### src/hw/rtl/alur_pkg.sv
// package for the arc length uniform resampler
// shared types, constants and the controller/datapath command struct
`timescale 1ns / 1ps

package alur_pkg;

    typedef struct packed {
        logic        cycle_start;
        logic        edge_start;
        logic        reversed;
        logic [31:0] pos_x;
        logic [31:0] pos_y;
        logic [31:0] arc_pos;
        logic [31:0] edge_len;
    } t_in_item;

    typedef struct packed {
        logic [31:0] out_x;
        logic [31:0] out_y;
        logic        last_of_run;
        logic        overflowed;
    } t_out_item;

    localparam int unsigned DivBits = 64;

    // datapath operation codes
    typedef enum logic [2:0] {
        OP_NONE,
        OP_LOAD,
        OP_DIV_START,
        OP_DIV_STEP,
        OP_ADVANCE,
        OP_SKIP_START,
        OP_SKIP_STEP,
        OP_FINISH
    } t_op;

    typedef struct packed {
        t_op  op;
        logic div_y;
    } t_cmd;

    typedef struct packed {
        logic reach;
        logic interp;
        logic div_done;
        logic skip_done;
        logic empty_or_edge;
    } t_status;

endpackage

### src/hw/rtl/alur_ctrl.sv
// controller state machine sequencing load, divide, emit and skip
// depends on alur_pkg
`timescale 1ns / 1ps

module alur_ctrl
    import alur_pkg::*;
#(
    parameter int MAX_POINTS_PER_ITEM = 64
) (
    input  logic    i_clk,
    input  logic    i_rst_n,
    input  logic    i_in_valid,
    output logic    o_in_ready,
    output logic    o_out_valid,
    input  logic    i_out_ready,
    input  t_status i_status,
    output t_cmd    o_cmd,
    output logic    o_last
);
    localparam int PW = $clog2(MAX_POINTS_PER_ITEM + 1);

    typedef enum logic [3:0] {
        S_IDLE, S_CHECK, S_DIVX0, S_DIVX, S_DIVY0, S_DIVY, S_ADV, S_EMIT, S_SKIP0, S_SKIP,
        S_FIN
    } t_state;

    t_state r_state;
    logic [PW-1:0] r_count;
    logic r_hold;

    assign o_in_ready = (r_state == S_IDLE);

    always_comb begin
        o_cmd = '{op: OP_NONE, div_y: 1'b0};
        unique case (r_state)
            S_IDLE:  if (i_in_valid) o_cmd.op = OP_LOAD;
            S_DIVX0: o_cmd.op = OP_DIV_START;
            S_DIVX:  o_cmd.op = OP_DIV_STEP;
            S_DIVY0: begin o_cmd.op = OP_DIV_START; o_cmd.div_y = 1'b1; end
            S_DIVY:  begin o_cmd.op = OP_DIV_STEP; o_cmd.div_y = 1'b1; end
            S_ADV:   o_cmd.op = OP_ADVANCE;
            S_SKIP0: o_cmd.op = OP_SKIP_START;
            S_SKIP:  o_cmd.op = OP_SKIP_STEP;
            S_FIN:   o_cmd.op = OP_FINISH;
            default: ;
        endcase
    end

    // state and output register
    always_ff @(posedge i_clk) begin
        if (!i_rst_n) begin
            r_state <= S_IDLE;
            r_count <= '0;
            o_out_valid <= 1'b0;
            o_last <= 1'b0;
            r_hold <= 1'b0;
        end else begin
            unique case (r_state)
                S_IDLE: if (i_in_valid) begin
                    r_count <= '0;
                    r_hold <= 1'b0;
                    r_state <= i_status.empty_or_edge ? S_IDLE : S_CHECK;
                end
                S_CHECK: begin
                    if (!i_status.reach) begin
                        if (r_hold) begin
                            o_last <= 1'b1;
                            o_out_valid <= 1'b1;
                            r_state <= S_EMIT;
                        end else begin
                            r_state <= S_FIN;
                        end
                    end else if (r_count == PW'(MAX_POINTS_PER_ITEM)) begin
                        r_state <= S_SKIP0;
                    end else if (r_hold) begin
                        o_last <= 1'b0;
                        o_out_valid <= 1'b1;
                        r_state <= S_EMIT;
                    end else begin
                        r_state <= i_status.interp ? S_DIVX0 : S_ADV;
                    end
                end
                S_DIVX0: r_state <= S_DIVX;
                S_DIVX: if (i_status.div_done) r_state <= S_DIVY0;
                S_DIVY0: r_state <= S_DIVY;
                S_DIVY: if (i_status.div_done) r_state <= S_ADV;
                S_ADV: begin
                    r_count <= r_count + 1'b1;
                    r_hold <= 1'b1;
                    r_state <= S_CHECK;
                end
                S_EMIT: if (i_out_ready) begin
                    o_out_valid <= 1'b0;
                    r_hold <= 1'b0;
                    r_state <= o_last ? S_FIN : S_CHECK;
                end
                S_SKIP0: r_state <= S_SKIP;
                S_SKIP: if (i_status.skip_done) begin
                    // held point stays held; emit it as last after skip
                    r_state <= S_CHECK;
                end
                S_FIN: r_state <= S_IDLE;
                default: r_state <= S_IDLE;
            endcase
        end
    end
endmodule

### config.mk
export PLATFORM = sky130hd
export DESIGN_NAME = alur_ctrl
export DESIGN_NICKNAME = d
export VERILOG_FILES = /design/src/hw/rtl/alur_pkg.sv /design/src/hw/rtl/alur_ctrl.sv
export SDC_FILE = /design/constraint.sdc
export NUM_CORES = 1
export LEC_CHECK = 0
export ABC_AREA = 0
export BUFFER_PORTS_ARGS = -buffer_cell sky130_fd_sc_hd__buf_2
export CAP_MARGIN = 20
export CORE_MARGIN = 5
export CORE_UTILIZATION = 50
export CTS_BUF_LIST = sky130_fd_sc_hd__clkbuf_8
export DETAILED_ROUTE_END_ITERATION = 10
export PLACE_DENSITY = 0.72
export SETUP_SLACK_MARGIN = 0.3
export SYNTH_ARGS = -nofsm -noshare
export SYNTH_HDL_FRONTEND = slang
export SYNTH_SLANG_ARGS = --single-unit
### constraint.sdc
create_clock -name i_clk -period 2.02 [get_ports i_clk]
set_input_delay 0.404 -clock i_clk [delete_from_list [all_inputs] [get_ports i_clk]]
set_output_delay 0.404 -clock i_clk [all_outputs]
set_load 0.005 [all_outputs]
; ---- Word level (Yosys, flattened, before mapping)
; Index checks and enable logic that the tools add are counted.
[word_totals]
rom_bits = 0
output_inout_bits = 7
latchBits = 0
wordCells = 67
ff_bits = 14
ramBits = 0
memories = 0
[classes]
mux = 29
n_addsub = 1
eq_ne = 18
order_cmp = 0
n_bitwise = 0
n_shift = 0
n_div = 0
n_reduce_logical = 14
n_mul = 0
[ops]
columns = op, n
row1 = $pmux W4 S10, 1
row2 = $mux W4, 9
row3 = $pmux W3 S7, 1
row4 = $eq A4 B3 Y1 const B, 4
row5 = $pmux W7 S2, 1
row6 = $eq A4 B4 Y1 const B, 3
row7 = $mux W1, 12
row8 = $ne A2 B2 Y1 const B, 6
row9 = $eq A4 B2 Y1 const B, 2
row10 = $reduce_bool A2 Y1, 4
row11 = $add A7 B1 Y7 const B, 1
row12 = $eq A7 B7 Y1 const B, 1
row13 = $mux W7, 1
row14 = $mux W3, 2
row15 = $reduce_and A3 Y1, 2
row16 = $reduce_or A2 Y1, 3
row17 = $reduce_and A5 Y1, 1
row18 = $eq A4 B1 Y1 const B, 1
row19 = $logic_not A4 Y1, 1
row20 = $reduce_and A4 Y1, 1
row21 = $ne A3 B3 Y1 const B, 1
row22 = $pmux W1 S3, 1
row23 = $reduce_bool A3 Y1, 1
row24 = $pmux W1 S2, 1
row25 = $reduce_and A2 Y1, 1

; ---- Depth between registers and ports, before layout
; Gate-level depths: netlist of the first run.
[logic_depth]
depth_word = 5
mapped_depth = 6
depth_no_buf = 6

; ---- Least setup slack after synthesis of the first run
; OpenSTA, ideal clock, no wires.
[synth_path]
path_type = register to output
from = register r_state[0]
to = output port o_cmd[2] (netlist bit)
arrival_time_ns = 1.135
slack_ns = 0.481
stages_incl_launch_ff = 6
cell_sequence = dfxtp_1 buf_2 buf_1 nand2_1 xor2_1 o22ai_1
[synth_rtl]
columns = item, line_no
row1 = from (decl), alur_ctrl.sv:27  ; t_state r_state;
row2 = from (signal assigned), alur_ctrl.sv:62  ; r_state <= i_status.empty_or_edge ? S_IDLE : S_CHECK;
row3 = from (signal assigned), alur_ctrl.sv:80  ; r_state <= i_status.interp ? S_DIVX0 : S_ADV;
row4 = from (signal assigned), alur_ctrl.sv:95  ; r_state <= o_last ? S_FIN : S_CHECK;
row5 = to (decl), alur_ctrl.sv:17  ; output t_cmd o_cmd,

==> impl_metrics.sql, run 1 <==
INSERT INTO impl_metrics (metric_group, metric, value, unit) VALUES
('final_layout', 'diodes_inserted', '0', ''),
('setup_path', 'critPathTopFamily', 'flip-flops', ''),
('timing', 'finalCriticalPeriod', '1.694', 'ns'),
('timing', 'timing.max_slew.rel_slack', '76.88', '%'),
('place', 'detailed_placer_s_ending_hpwl', '1737', 'um'),
('clock_tree', 'numCtsBuffers', '3', ''),
('clock_tree', 'cts_sinks', '14', ''),
('setup_path', 'reg2reg_setup_slack', '0.41', 'ns'),
('final_layout', 'fillerInstances', '174', ''),
('global_route', 'gr-total-overflow', '0', ''),
('clock_tree', 'clock_latency_on_the_worst_skew_pair', '0.25', 'ns'),
('timing', 'finalClockSkew', '0.005549', 'ns'),
('route', 'postRouteAntennaNets', '0', ''),
('final_layout', 'area_growth_from_synthesis_to_layout', '20.21', '%'),
('die', 'chipHeight', '55.88', 'um'),
('place', 'placed_area', '1139', 'um2'),
('synth', 'async_reset_ff_share', '0', '%'),
('final_layout', 'num-nets-final', '159', ''),
('synth', 'number_of_distinct_library_cell_variants_in_the_gate_level_netlist_after_synthesis', '50', ''),
('clock_tree', 'cts_tree', 'done', ''),
('route', 'finalWirelength', '2727', 'um'),
('setup_path', 'setup.worst_path.start_class', 'flip-flop', ''),
('setup_path', 'timing.critical_path.slowest_cell_delay', '0.37', 'ns'),
('timing', 'period_share', '83.86', '%'),
('synth', 'syn-cell-area', '1052', 'um2'),
('synth', 'synth_sequential_area_ratio', '26.63', '%'),
('setup_path', 'r2r_startpoint', 'r_state[2]$_SDFFE_PN0P_', ''),
('synth', 'post_synth_inst_count', '129', ''),
('route', 'drt_pass1_iterations', '4', ''),
('setup_path', 'cp_slowest_cell', 'dfxtp_4', ''),
('setup_path', 'worst_setup_path_category', 'flip-flop to output port', ''),
('clock_tree', 'cts.path.max_buffers', '2', ''),
('die', 'chipWidth', '55.88', 'um'),
('global_route', 'antenna_found_initial', '0', ''),
('die', 'die_area', '3122', 'um2'),
('die', 'rows', '16', ''),
('timing', 'timing.hold.ws', '0.4565', 'ns'),
('global_route', 'grt_max_degree', '20', ''),
('timing', 'postLayoutSetupSlackWorst', '0.3261', 'ns'),
('die', 'num_io_pins', '16', ''),
('pwr', 'power', '1.388', 'mW'),
('setup_path', 'cp_data_arrival_time', '1.29', 'ns'),
('setup_path', 'reg2reg_depth', '4', ''),
('setup_path', 'levels_on_crit_path', '4', ''),
('min_path', 'worstHoldPathCells', '2', ''),
('setup_path', 'crit_path_required_time', '1.62', 'ns'),
('min_path', 'hp-class', 'flip-flop to flip-flop', ''),
('run', 'maxCapViolCount', '0', ''),
('timing', 'worstMarginPinSlew', '0.3453', 'ns'),
('route', 'drt-vias-per-instance', '6.046', ''),
('final_layout', 'layout.cells.most_common', 'buf_2', ''),
('final_layout', 'fin_area', '1265', 'um2'),
('timing', 'final-hold-violation-count', '0', ''),
('synth', 'postSynthNetCount', '140', ''),
('synth', 'synth_warnings', '0', ''),
('timing', 'max_freq', '590.3', 'MHz'),
('final_layout', 'mostFrequentLayoutCells', 'buf_2, nand2_1, nor2_1, dfxtp_1, buf_4', ''),
('global_route', 'grtUsageTotal', '16.51', '%'),
('pwr', 'max-vdd-ir-drop', '0.0007048', 'V'),
('die', 'floorplan.initialDensity', '53.09', '%'),
('place', 'finalWeightedCongestion', '0.9037', ''),
('pwr', 'power_leakage', '0.5076', 'nW'),
('setup_path', 'worst_r2r_endpoint', 'r_state[1]$_SDFFE_PN0P_', ''),
('setup_path', 'worstSetupEndpoint', 'o_cmd[1]', ''),
('setup_path', 'crit_path_capture_type', 'output port', ''),
('setup_path', 'crit_path_start', 'r_state[3]$_SDFFE_PN0P_', ''),
('timing', 'final-max-slew-violation-count', '0', ''),
('pwr', 'power_density', '1097', 'nW/um2'),
('status', 'status', 'finished clean', ''),
('place', 'place_ws', '0.2139', 'ns'),
('timing', 'setup_violations', '0', '');
## sequential cells by signal (all words and copies together), names as in the netlist
| register | count |
|---|---|
| o_last | 1 |
| o_out_valid | 1 |
| r_count | 7 |
| r_hold | 1 |
| r_state | 4 |
## worst reg2reg max path: cells and delay by family (launching register included)
kind               cells  cell delay [ns]
DFF                    1             0.42
and+or+nand+nor        2             0.74
AOI/OAI and AO/OA      2             0.33
## stage by stage
stage,cells,utilization [%]
6_report,174,63.83
5_1_grt,174,63.83
4_1_cts,171,61.99
3_5_place_dp,166,57.45
3_3_place_gp,166,57.45
2_1_floorplan,129,-
## synthesized netlist by cell type (2+ instances only)
library cell | number | share of area, %
nand2b_1 | 3 | 1.8
nor4b_1 | 3 | 2.5
a22oi_1 | 2 | 1.4
o21ai_0 | 6 | 2.9
nand4_1 | 2 | 1.2
and3_1 | 3 | 1.8
o31a_1 | 2 | 1.7
nor2_1 | 11 | 3.9
or3_1 | 2 | 1.2
dfxtp_1 | 14 | 27
o22ai_1 | 2 | 1.2
nor3b_1 | 2 | 1.4
o22a_1 | 2 | 1.7
clkbuf_1 | 2 | 0.71
nand4b_1 | 2 | 1.7
nand2_1 | 12 | 4.3
buf_2 | 3 | 1.4
o31ai_1 | 2 | 1.4
inv_1 | 4 | 1.4
nand3_1 | 3 | 1.4
a21boi_1 | 2 | 1.4
buf_4 | 2 | 1.4
nor2b_1 | 3 | 1.8
nand3b_1 | 2 | 1.4
xor2_1 | 2 | 1.7
ha_1 | 2 | 2.4
a21oi_1 | 7 | 3.3
o211ai_1 | 5 | 3.6
## power by group
| part | internal (mW) | switching [mW] | total [mW] |
|---|---|---|---|
| clock | 0.173 | 0.111 | 0.284 |
| combinational | 0.345 | 0.342 | 0.687 |
| sequential | 0.318 | 0.0987 | 0.417 |
## layout make-up
| class | instances | area (um2) | share of cell area, % |
|---|---|---|---|
| clock buffers | 4 | 55.05 | 4.352 |
| inverters | 4 | 15.01 | 1.187 |
| multi-input cells | 102 | 730.7 | 57.76 |
| flip-flops and latches | 14 | 295.3 | 23.34 |
| well taps | 27 | 33.78 | 2.671 |
| repair buffers | 23 | 135.1 | 10.68 |
## kinds of logic after synthesis
family | share of synthesized area [%]
compound gates | 25.09
xor+xnor | 1.665
fa+ha+maj | 2.378
buf+inv | 6.420
flops | 26.64
mux | 2.021
simple gates | 35.79
## how the worst min path moves through the flow
| stage | start | end | slack (ns) |
|---|---|---|---|
| 6_report | o_out_valid$_SDFFE_PN0P_ | o_out_valid$_SDFFE_PN0P_ | 0.46 |
| 5_1_grt | o_out_valid$_SDFFE_PN0P_ | o_out_valid$_SDFFE_PN0P_ | 0.48 |
| 4_1_cts | o_out_valid$_SDFFE_PN0P_ | o_out_valid$_SDFFE_PN0P_ | 0.46 |
| 3_5_place_dp | o_out_valid$_SDFFE_PN0P_ | o_out_valid$_SDFFE_PN0P_ | 0.45 |
| 3_3_place_gp | o_out_valid$_SDFFE_PN0P_ | o_out_valid$_SDFFE_PN0P_ | 0.45 |
| 2_1_floorplan | o_out_valid$_SDFFE_PN0P_ | o_out_valid$_SDFFE_PN0P_ | 0.45 |
## metal layers
metal  up-vias  part of all wire, %  track usage [%]
li1        513                    -                -
met1       481                   46            22.99
met2        52                   46            24.16
met3         6                  6.3            2.552
met4         0                  1.6            8.814
met5         -                    0                0
## timing repair
action / in CTS / in global routing
setup endpoints to repair: 11 / 3
hold buffers: 0 / 0
gates resized for setup: 10 / 2
setup buffers: 1 / 3
No activity file was read; power rests on OpenSTA's default activity.
==> run 2, diff against run 1 <==
Clock period 2.02 ns to 1.65 ns, I/O delays scaled along.
==> run 2 against run 1 <==
  * Routed wire length increased by 32%
  * Flip-flop and latch count unchanged
  * Clock power increased by 20%
  * Register-to-register slack got worse by 0.36 ns
  * Non-clock buffer count increased by 24
  * Critical path depth increased by 2
  * Combinational power increased by 99%
  * Global-route usage increased by 4.5 points
  * Via count increased by 18%
  * Die area unchanged
  * Count of clock-buffer cells in the layout unchanged
  * Sequential power increased by 11%
==> impl_metrics.sql, run 2 (synthesis gave the netlist of run 1 again) <==
INSERT INTO impl_metrics (metric_group, metric, value, unit) VALUES
('status', 'status', 'finished clean', ''),
('setup_path', 'cp_data_arrival_time', '1.74', 'ns'),
('final_layout', 'top_register', 'r_count', ''),
('place', 'place_ws', '0.08451', 'ns'),
('setup_path', 'crit_path_required_time', '1.80', 'ns'),
('global_route', 'antenna_found_initial', '0', ''),
('run', 'maxCapViolCount', '0', ''),
('global_route', 'grtUsageTotal', '21.00', '%'),
('pwr', 'power_density', '1345', 'nW/um2'),
('route', 'detail_route.drc_violations', '0', ''),
('clock_tree', 'cts.path.max_buffers', '2', ''),
('die', 'rows', '16', ''),
('timing', 'worstMarginPinSlew', '0.3491', 'ns'),
('timing', 'max_freq', '626.5', 'MHz'),
('setup_path', 'reg2reg_setup_slack', '0.05', 'ns'),
('route', 'drt_pass1_iterations', '5', ''),
('setup_path', 'worst_setup_path_category', 'flip-flop to flip-flop', ''),
('global_route', 'grt_pass1_wl', '5257', 'um'),
('route', 'drt-vias-per-instance', '6.283', ''),
('global_route', 'grt_max_degree', '15', ''),
('min_path', 'timing.hold.worst.start', 'i_rst_n', ''),
('clock_tree', 'cts_tree', 'done', ''),
('setup_path', 'crit_path_capture_type', 'flip-flop', ''),
('timing', 'period_share', '96.73', '%'),
('timing', 'setup_violations', '0', ''),
('place', 'placed_area', '1199', 'um2'),
('clock_tree', 'numCtsBuffers', '3', ''),
('final_layout', 'fin_area', '1613', 'um2'),
('timing', 'final-hold-violation-count', '0', ''),
('route', 'per_cell_routed_wire_length', '18.22', 'um'),
('clock_tree', 'cts_sinks', '14', ''),
('place', 'detailed_placer_s_ending_hpwl', '1869', 'um'),
('clock_tree', 'cts.root.buffer_cell', 'clkbuf_8', ''),
('global_route', 'gr-usage-met2', '35.14', '%'),
('timing', 'finalCriticalPeriod', '1.596', 'ns'),
('timing', 'setup-tns-final', '0', 'ns'),
('pwr', 'max-vdd-ir-drop', '0.001051', 'V'),
('clock_tree', 'cts.reportedPaths.clkPinSlew', '0.06', 'ns'),
('route', 'num_vias', '1244', ''),
('place', 'port-buffer-count', '15', ''),
('final_layout', 'layout-drive-gt1-share', '50.88', '%'),
('die', 'floorplan.initialDensity', '53.09', '%'),
('final_layout', 'layout.cells.most_common', 'buf_4', ''),
('setup_path', 'setup.worst_path.start_class', 'flip-flop', ''),
('final_layout', 'diodes_inserted', '0', ''),
('min_path', 'worstHoldPathCells', '2', ''),
('final_layout', 'num-nets-final', '183', ''),
('clock_tree', 'clock_latency_on_the_worst_skew_pair', '0.24', 'ns'),
('timing', 'finalClockSkew', '0.001806', 'ns'),
('timing', 'grt_setup_unrepaired', 'true', ''),
('clock_tree', 'postCtsHoldBufs', '0', ''),
('final_layout', 'fin_cells', '198', ''),
('min_path', 'hp-class', 'input port to flip-flop', ''),
('setup_path', 'reg2reg_depth', '6', ''),
('die', 'core_area', '1982', 'um2'),
('setup_path', 'worstPathCellList', 'buf_6 > buf_6 > nor4b_4 > o31a_1 > or2_4 > o31ai_2', ''),
('final_layout', 'finish.utilization', '81.38', '%'),
('min_path', 'hold_path_end', 'r_count[4]$_SDFFE_PN0P_', ''),
('setup_path', 'timing.critical_path.slowest_cell_delay', '0.39', 'ns'),
('die', 'chipWidth', '55.88', 'um'),
('setup_path', 'cp_slowest_cell', 'dfxtp_4', ''),
('route', 'finalWirelength', '3608', 'um'),
('route', 'drt_iter0_markers', '73', ''),
('final_layout', 'reg_top3', 'r_count: 7 flops, r_state: 4 flops', ''),
('final_layout', 'mostFrequentLayoutCells', 'buf_4, buf_2, buf_6, nand2_1, dfxtp_1', ''),
('die', 'die_area', '3122', 'um2'),
('global_route', 'grt.met1_usage', '25.94', '%'),
('die', 'chipHeight', '55.88', 'um'),
('global_route', 'gr-total-overflow', '0', ''),
('timing', 'final-max-slew-violation-count', '0', ''),
('final_layout', 'fillerInstances', '115', ''),
('setup_path', 'worst_r2r_endpoint', 'r_state[0]$_SDFFE_PN0P_', ''),
('timing', 'postLayoutSetupSlackWorst', '0.05394', 'ns'),
('pwr', 'power_leakage', '0.6735', 'nW'),
('setup_path', 'path_max_fanout', '7', ''),
('final_layout', 'largest_register_ffs', '7', ''),
('die', 'num_io_pins', '16', ''),
('setup_path', 'r2r_startpoint', 'r_state[1]$_SDFFE_PN0P_', ''),
('final_layout', 'area_growth_from_synthesis_to_layout', '53.27', '%'),
('place', 'finalWeightedCongestion', '0.8954', ''),
('place', 'dp_cells', '171', ''),
('clock_tree', 'h-tree-depth', '1', ''),
('global_route', 'grt_pass1_vias', '1133', ''),
('setup_path', 'cp_common_cell', 'buf_6', ''),
('route', 'postRouteAntennaNets', '0', ''),
('global_route', 'layer_carrying_the_most_global_route_usage', 'met2', ''),
('global_route', 'use_met3', '5.800', '%'),
('timing', 'timing.max_slew.rel_slack', '76.62', '%');
[run 2: cell count changes in the layout (fill, tap and decap cells not counted), moves of 3 or more]
cell and delta:
buf_6 +13, buf_4 +11, a21oi_1 -4, o21ai_0 -3, o21ai_1 +3, nor2_1 -4
nor2_2 +4
[run 2: worst max-delay path by stage]
stage | cells after the start | slack [ns] | startpoint | endpoint
final | 6 | 0.05 | r_state[1]$_SDFFE_PN0P_ | r_state[0]$_SDFFE_PN0P_
after global routing | 4 | 0.007 | r_state[3]$_SDFFE_PN0P_ | o_cmd[1]
after CTS | 4 | 0.07 | r_state[3]$_SDFFE_PN0P_ | o_cmd[1]
after detailed placement | 5 | 0.08 | r_state[1]$_SDFFE_PN0P_ | o_last$_SDFFE_PN0P_
after global placement | 5 | 0.09 | r_state[1]$_SDFFE_PN0P_ | o_last$_SDFFE_PN0P_
after floorplan | 5 | 0.27 | r_state[3]$_SDFFE_PN0P_ | r_state[1]$_SDFFE_PN0P_
[run 2: what timing repair did]
item	4_1_cts	5_1_grt
cloned	0	0
endpoints found under the setup margin	19	19
buffers inserted	14	9
pin swaps	19	14
endpoints found under the hold margin	0	0
gates resized for setup	35	21
[run 2: final cells by class]
type | count | area (um2) | area share [%]
clock buffer | 4 | 55.05 | 3.413
timing repair buffer | 47 | 364.1 | 22.58
sequential | 14 | 300.3 | 18.62
multi-input combinational | 102 | 844.6 | 52.37
inverter | 4 | 15.01 | 0.9310
tap | 27 | 33.78 | 2.095
[run 2: worst max-delay path, delay by kind of cell (launching register included)]
family	cells	cell delay, ns
AO/OA/AOI/OAI	2	0.56
buffers and inverters	2	0.23
flip-flops	1	0.39
AND/OR/NAND/NOR	2	0.33
[run 2: where the power goes]
group          switching, mW  internal [mW]  total (mW)
registers             0.0755          0.387       0.463
clock network          0.129          0.211       0.340
logic                  0.647          0.720        1.37
[run 2: layer usage]
| metal | wire length [um] | share of wire, % |
|---|---|---|
| met5 | 0 | 0 |
| met4 | 79 | 2.2 |
| met3 | 337 | 9.3 |
| met2 | 1703 | 47 |
| met1 | 1488 | 41 |
[run 2: per-stage QoR]
stage | total power [mW] | hold slack, ns
after floorplan | 1.067 | 0.4514
after global placement | 1.274 | 0.4471
after detailed placement | 1.274 | 0.4482
after CTS | 1.900 | 0.4343
after global routing | 2.284 | 0.4566
final | 2.170 | 0.4339
==> run 3, diff against run 2 <==
Settings changed: ABC_CLOCK_PERIOD_IN_PS set to 1650, CAP_MARGIN 20 to unset, CELL_PAD_IN_SITES_DETAIL_PLACEMENT set to 1, CELL_PAD_IN_SITES_GLOBAL_PLACEMENT set to 1, CORE_ASPECT_RATIO set to 0.6, CORE_UTILIZATION 50 to 43, PLACE_DENSITY 0.72 to unset, PLACE_DENSITY_LB_ADDON set to 0.1.
==> run 3 against run 2 <==
  * The flow now stops in 5_1_grt
  * Synthesized cell count unchanged
  * Area after synthesis unchanged
==> impl_metrics.sql, run 3 <==
INSERT INTO impl_metrics (metric_group, metric, value, unit) VALUES
('status', 'status', 'aborted with a tool error', ''),
('status', 'flow.stopped_at', '5_1_grt', ''),
('status', 'run.stop_error', '[ERROR DPL-0033] detailed placement checks failed during check placement.', ''),
('clock_tree', 'cts.root.buffer_cell', 'clkbuf_8', ''),
('synth', 'number_of_distinct_library_cell_variants_in_the_gate_level_netlist_after_synthesis', '50', ''),
('die', 'chipWidth', '73.87', 'um'),
('synth', 'synthMostInstantiatedCell', 'dfxtp_1', ''),
('synth', 'synth_top_cells_by_area', 'dfxtp_1, nand2_1, nor2_1', ''),
('place', 'port-buffer-count', '15', ''),
('die', 'chipHeight', '48.32', 'um'),
('synth', 'synth_common_cells', 'dfxtp_1, nand2_1, nor2_1', ''),
('synth', 'postSynthNetCount', '140', ''),
('clock_tree', 'h-tree-depth', '1', ''),
('synth', 'main_synth_ff_type', 'dfxtp_1', ''),
('synth', 'synth_warnings', '0', ''),
('global_route', 'antenna_found_initial', '0', ''),
('synth', 'post_synth_inst_count', '129', ''),
('clock_tree', 'numCtsBuffers', '3', ''),
('synth', 'synth_edf_count', '0', ''),
('synth', 'area_leader_netlist', 'dfxtp_1', ''),
('timing', 'worstEpCategory', 'primary output', ''),
('die', 'floorplan.initialDensity', '46.88', '%'),
('synth', 'synth_top_area_share', '26.63', '%'),
('synth', 'synth_sequential_area_ratio', '26.63', '%'),
('die', 'rows', '13', ''),
('place', 'detailed_placer_s_ending_hpwl', '2811', 'um'),
('clock_tree', 'cts.path.max_buffers', '2', ''),
('clock_tree', 'postCtsHoldBufs', '0', ''),
('synth', 'async_reset_ff_share', '0', '%'),
('die', 'num_io_pins', '16', ''),
('synth', 'synthesis.area_per_instance', '8.157', 'um2'),
('place', 'placed_area', '1245', 'um2'),
('timing', 'crit_endpoint', 'o_cmd[1]', ''),
('place', 'finalWeightedCongestion', '0.8915', ''),
('synth', 'yosys_register_bits', '14', ''),
('clock_tree', 'cts_sinks', '14', ''),
('global_route', 'grt_max_degree', '15', ''),
('synth', 'syn-cell-area', '1052', 'um2');
==> run 3: cell families after synthesis <==
logic type / after synthesis / share of synthesized area (%)
fa+ha+maj: 2 / 2.378
simple gates: 58 / 35.79
xor+xnor: 2 / 1.665
compound gates: 38 / 25.09
buf+inv: 13 / 6.420
flops: 14 / 26.64
mux: 2 / 2.021
==> run 3: repair_timing <==
item	in CTS
setup endpoints to repair	19
gates resized for setup	40
pin swaps	16
cloned	0
buffers inserted	14
==> run 3: per-stage QoR <==
stage / setup WS, ns / instances / hold slack [ns]
2_1_floorplan: 0.2729 / 129 / 0.4514
3_3_place_gp: 0.09368 / 178 / 0.4485
3_5_place_dp: -0.01883 / 178 / 0.4656
4_1_cts: 0.02318 / 195 / 0.4319
==> run 4, diff against run 3 <==
Settings changed: CELL_PAD_IN_SITES_DETAIL_PLACEMENT 1 to unset, CELL_PAD_IN_SITES_GLOBAL_PLACEMENT 1 to unset, CORE_AREA set to 5 5 66 68, CORE_ASPECT_RATIO 0.6 to unset, CORE_MARGIN 5 to unset, CORE_UTILIZATION 43 to unset, CTS_BUF_LIST sky130_fd_sc_hd__clkbuf_8 to unset, DIE_AREA set to 0 0 71 73, PLACE_DENSITY_LB_ADDON 0.1 to 0.15, SETUP_SLACK_MARGIN 0.3 to unset.
==> run 4 against run 3 <==
  * The run now ends clean
==> impl_metrics.sql, run 4 (synthesis gave the netlist of run 1 again) <==
INSERT INTO impl_metrics (metric_group, metric, value, unit) VALUES
('status', 'status', 'finished clean', ''),
('pwr', 'power_leakage', '0.5591', 'nW'),
('setup_path', 'crit_path_required_time', '1.32', 'ns'),
('final_layout', 'fin_cells', '206', ''),
('final_layout', 'fin_area', '1384', 'um2'),
('timing', 'max_freq', '624.1', 'MHz'),
('timing', 'timing.hold.ws', '0.4123', 'ns'),
('timing', 'setup-tns-final', '0', 'ns'),
('global_route', 'grtUsageTotal', '11.98', '%'),
('timing', 'final-max-slew-violation-count', '0', ''),
('die', 'chipWidth', '71', 'um'),
('min_path', 'worstHoldPathCells', '3', ''),
('final_layout', 'finish.utilization', '36.43', '%'),
('die', 'floorplan.initialDensity', '27.70', '%'),
('clock_tree', 'cts_sinks', '14', ''),
('final_layout', 'layout-drive-gt1-share', '33.33', '%'),
('timing', 'setup_violations', '0', ''),
('final_layout', 'largest_register_ffs', '7', ''),
('timing', 'final-hold-violation-count', '0', ''),
('setup_path', 'crit_path_capture_type', 'output port', ''),
('place', 'place_ws', '0.01156', 'ns'),
('timing', 'finalCriticalPeriod', '1.602', 'ns'),
('place', 'placed_area', '1250', 'um2'),
('clock_tree', 'h-tree-depth', '1', ''),
('pwr', 'max-vdd-ir-drop', '0.0004037', 'V'),
('die', 'num_io_pins', '16', ''),
('pwr', 'power_density', '1322', 'nW/um2'),
('pwr', 'power', '1.830', 'mW'),
('global_route', 'antenna_found_initial', '0', ''),
('place', 'finalWeightedCongestion', '0.7592', ''),
('timing', 'period_share', '97.11', '%'),
('clock_tree', 'cts.root.buffer_cell', 'clkbuf_8', ''),
('die', 'die_area', '5183', 'um2'),
('route', 'drt_pass1_iterations', '4', ''),
('clock_tree', 'clock_latency_on_the_worst_skew_pair', '0.25', 'ns'),
('setup_path', 'worst_setup_path_category', 'flip-flop to output port', ''),
('route', 'drt_iter0_markers', '63', ''),
('timing', 'timing.max_slew.rel_slack', '74.88', '%'),
('final_layout', 'diodes_inserted', '0', ''),
('clock_tree', 'numCtsBuffers', '3', ''),
('route', 'drt-vias-per-instance', '5.165', ''),
('global_route', 'grt_max_degree', '15', ''),
('route', 'postRouteAntennaNets', '0', ''),
('clock_tree', 'cts.path.max_buffers', '2', ''),
('clock_tree', 'cts.reportedPaths.clkPinSlew', '0.06', 'ns'),
('route', 'num_vias', '1064', ''),
('die', 'rows', '23', ''),
('global_route', 'gr-total-overflow', '0', ''),
('route', 'finalWirelength', '2883', 'um'),
('run', 'maxCapViolCount', '0', ''),
('final_layout', 'mostFrequentLayoutCells', 'buf_2, buf_4, nand2_1, nor2_1, dfxtp_1', ''),
('die', 'core_area', '3799', 'um2'),
('timing', 'worstMarginPinSlew', '0.3752', 'ns'),
('place', 'port-buffer-count', '15', ''),
('global_route', 'grt_pass1_wl', '4940', 'um'),
('timing', 'postLayoutSetupSlackWorst', '0.04776', 'ns'),
('clock_tree', 'postCtsHoldBufs', '0', ''),
('setup_path', 'path_max_fanout', '10', ''),
('setup_path', 'reg2reg_depth', '4', ''),
('die', 'chipHeight', '73', 'um'),
('final_layout', 'area_growth_from_synthesis_to_layout', '31.51', '%'),
('setup_path', 'setup.worst_path.start_class', 'flip-flop', ''),
('clock_tree', 'cts_tree', 'done', ''),
('final_layout', 'reg_top3', 'r_count: 7 flops, r_state: 4 flops', ''),
('final_layout', 'top_register', 'r_count', ''),
('min_path', 'hp-class', 'input port to flip-flop', ''),
('place', 'detailed_placer_s_ending_hpwl', '2250', 'um'),
('route', 'per_cell_routed_wire_length', '14.00', 'um'),
('place', 'dp_cells', '200', ''),
('route', 'detail_route.drc_violations', '0', ''),
('timing', 'finalClockSkew', '0.001957', 'ns'),
('setup_path', 'cp_data_arrival_time', '1.27', 'ns'),
('global_route', 'grt_pass1_vias', '1090', ''),
('final_layout', 'num-nets-final', '168', ''),
('timing', 'grt_setup_unrepaired', 'true', '');
## run 4: cell type report
class,instances,area (um2)
multi-input combinational,102,745.7
timing repair buffer,32,210.2
sequential,14,295.3
tap,50,62.56
clock buffer,4,55.05
inverter,4,15.01
fill,420,2415
## run 4: report_power, final
| part | total (mW) | leakage (nW) | internal (mW) | switching (mW) |
|---|---|---|---|---|
| registers | 0.489 | 0.116 | 0.389 | 0.0995 |
| logic | 0.997 | 0.414 | 0.534 | 0.464 |
| clock network | 0.344 | 0.0288 | 0.212 | 0.132 |
## run 4: routing by layer
layer | part of all wire, % | global-route usage [%] | vias up
met5 | 0 | 0 | -
met1 | 46 | 14.18 | 507
met2 | 50 | 21.73 | 17
met3 | 3.4 | 1.928 | 5
li1 | - | - | 535
met4 | 1.4 | 4.384 | 0
## run 4: path summary, 6_finish.rpt
check                                               from                  endpoint  slack (ns)
worst max register to register   r_state[1]$_SDFFE_PN0P_   r_state[1]$_SDFFE_PN0P_        0.08
worst min-delay path                         i_status[1]   r_state[3]$_SDFFE_PN0P_        0.41
worst max-delay path             r_state[3]$_SDFFE_PN0P_                  o_cmd[1]        0.05
worst min register to register  o_out_valid$_SDFFE_PN0P_  o_out_valid$_SDFFE_PN0P_        0.46
## run 4: critical path: stages, from the launching register on
cell,delay [ns]
dfxtp_4,0.41
and2b_1,0.22
a22oi_2,0.17
o22ai_1,0.09
buf_2,0.13
## run 4: what timing repair did
action	4_1_cts	5_1_grt
cloned	0	0
setup endpoints to repair	5	5
resized for setup	8	8
pin swaps	1	2
setup buffers	0	2
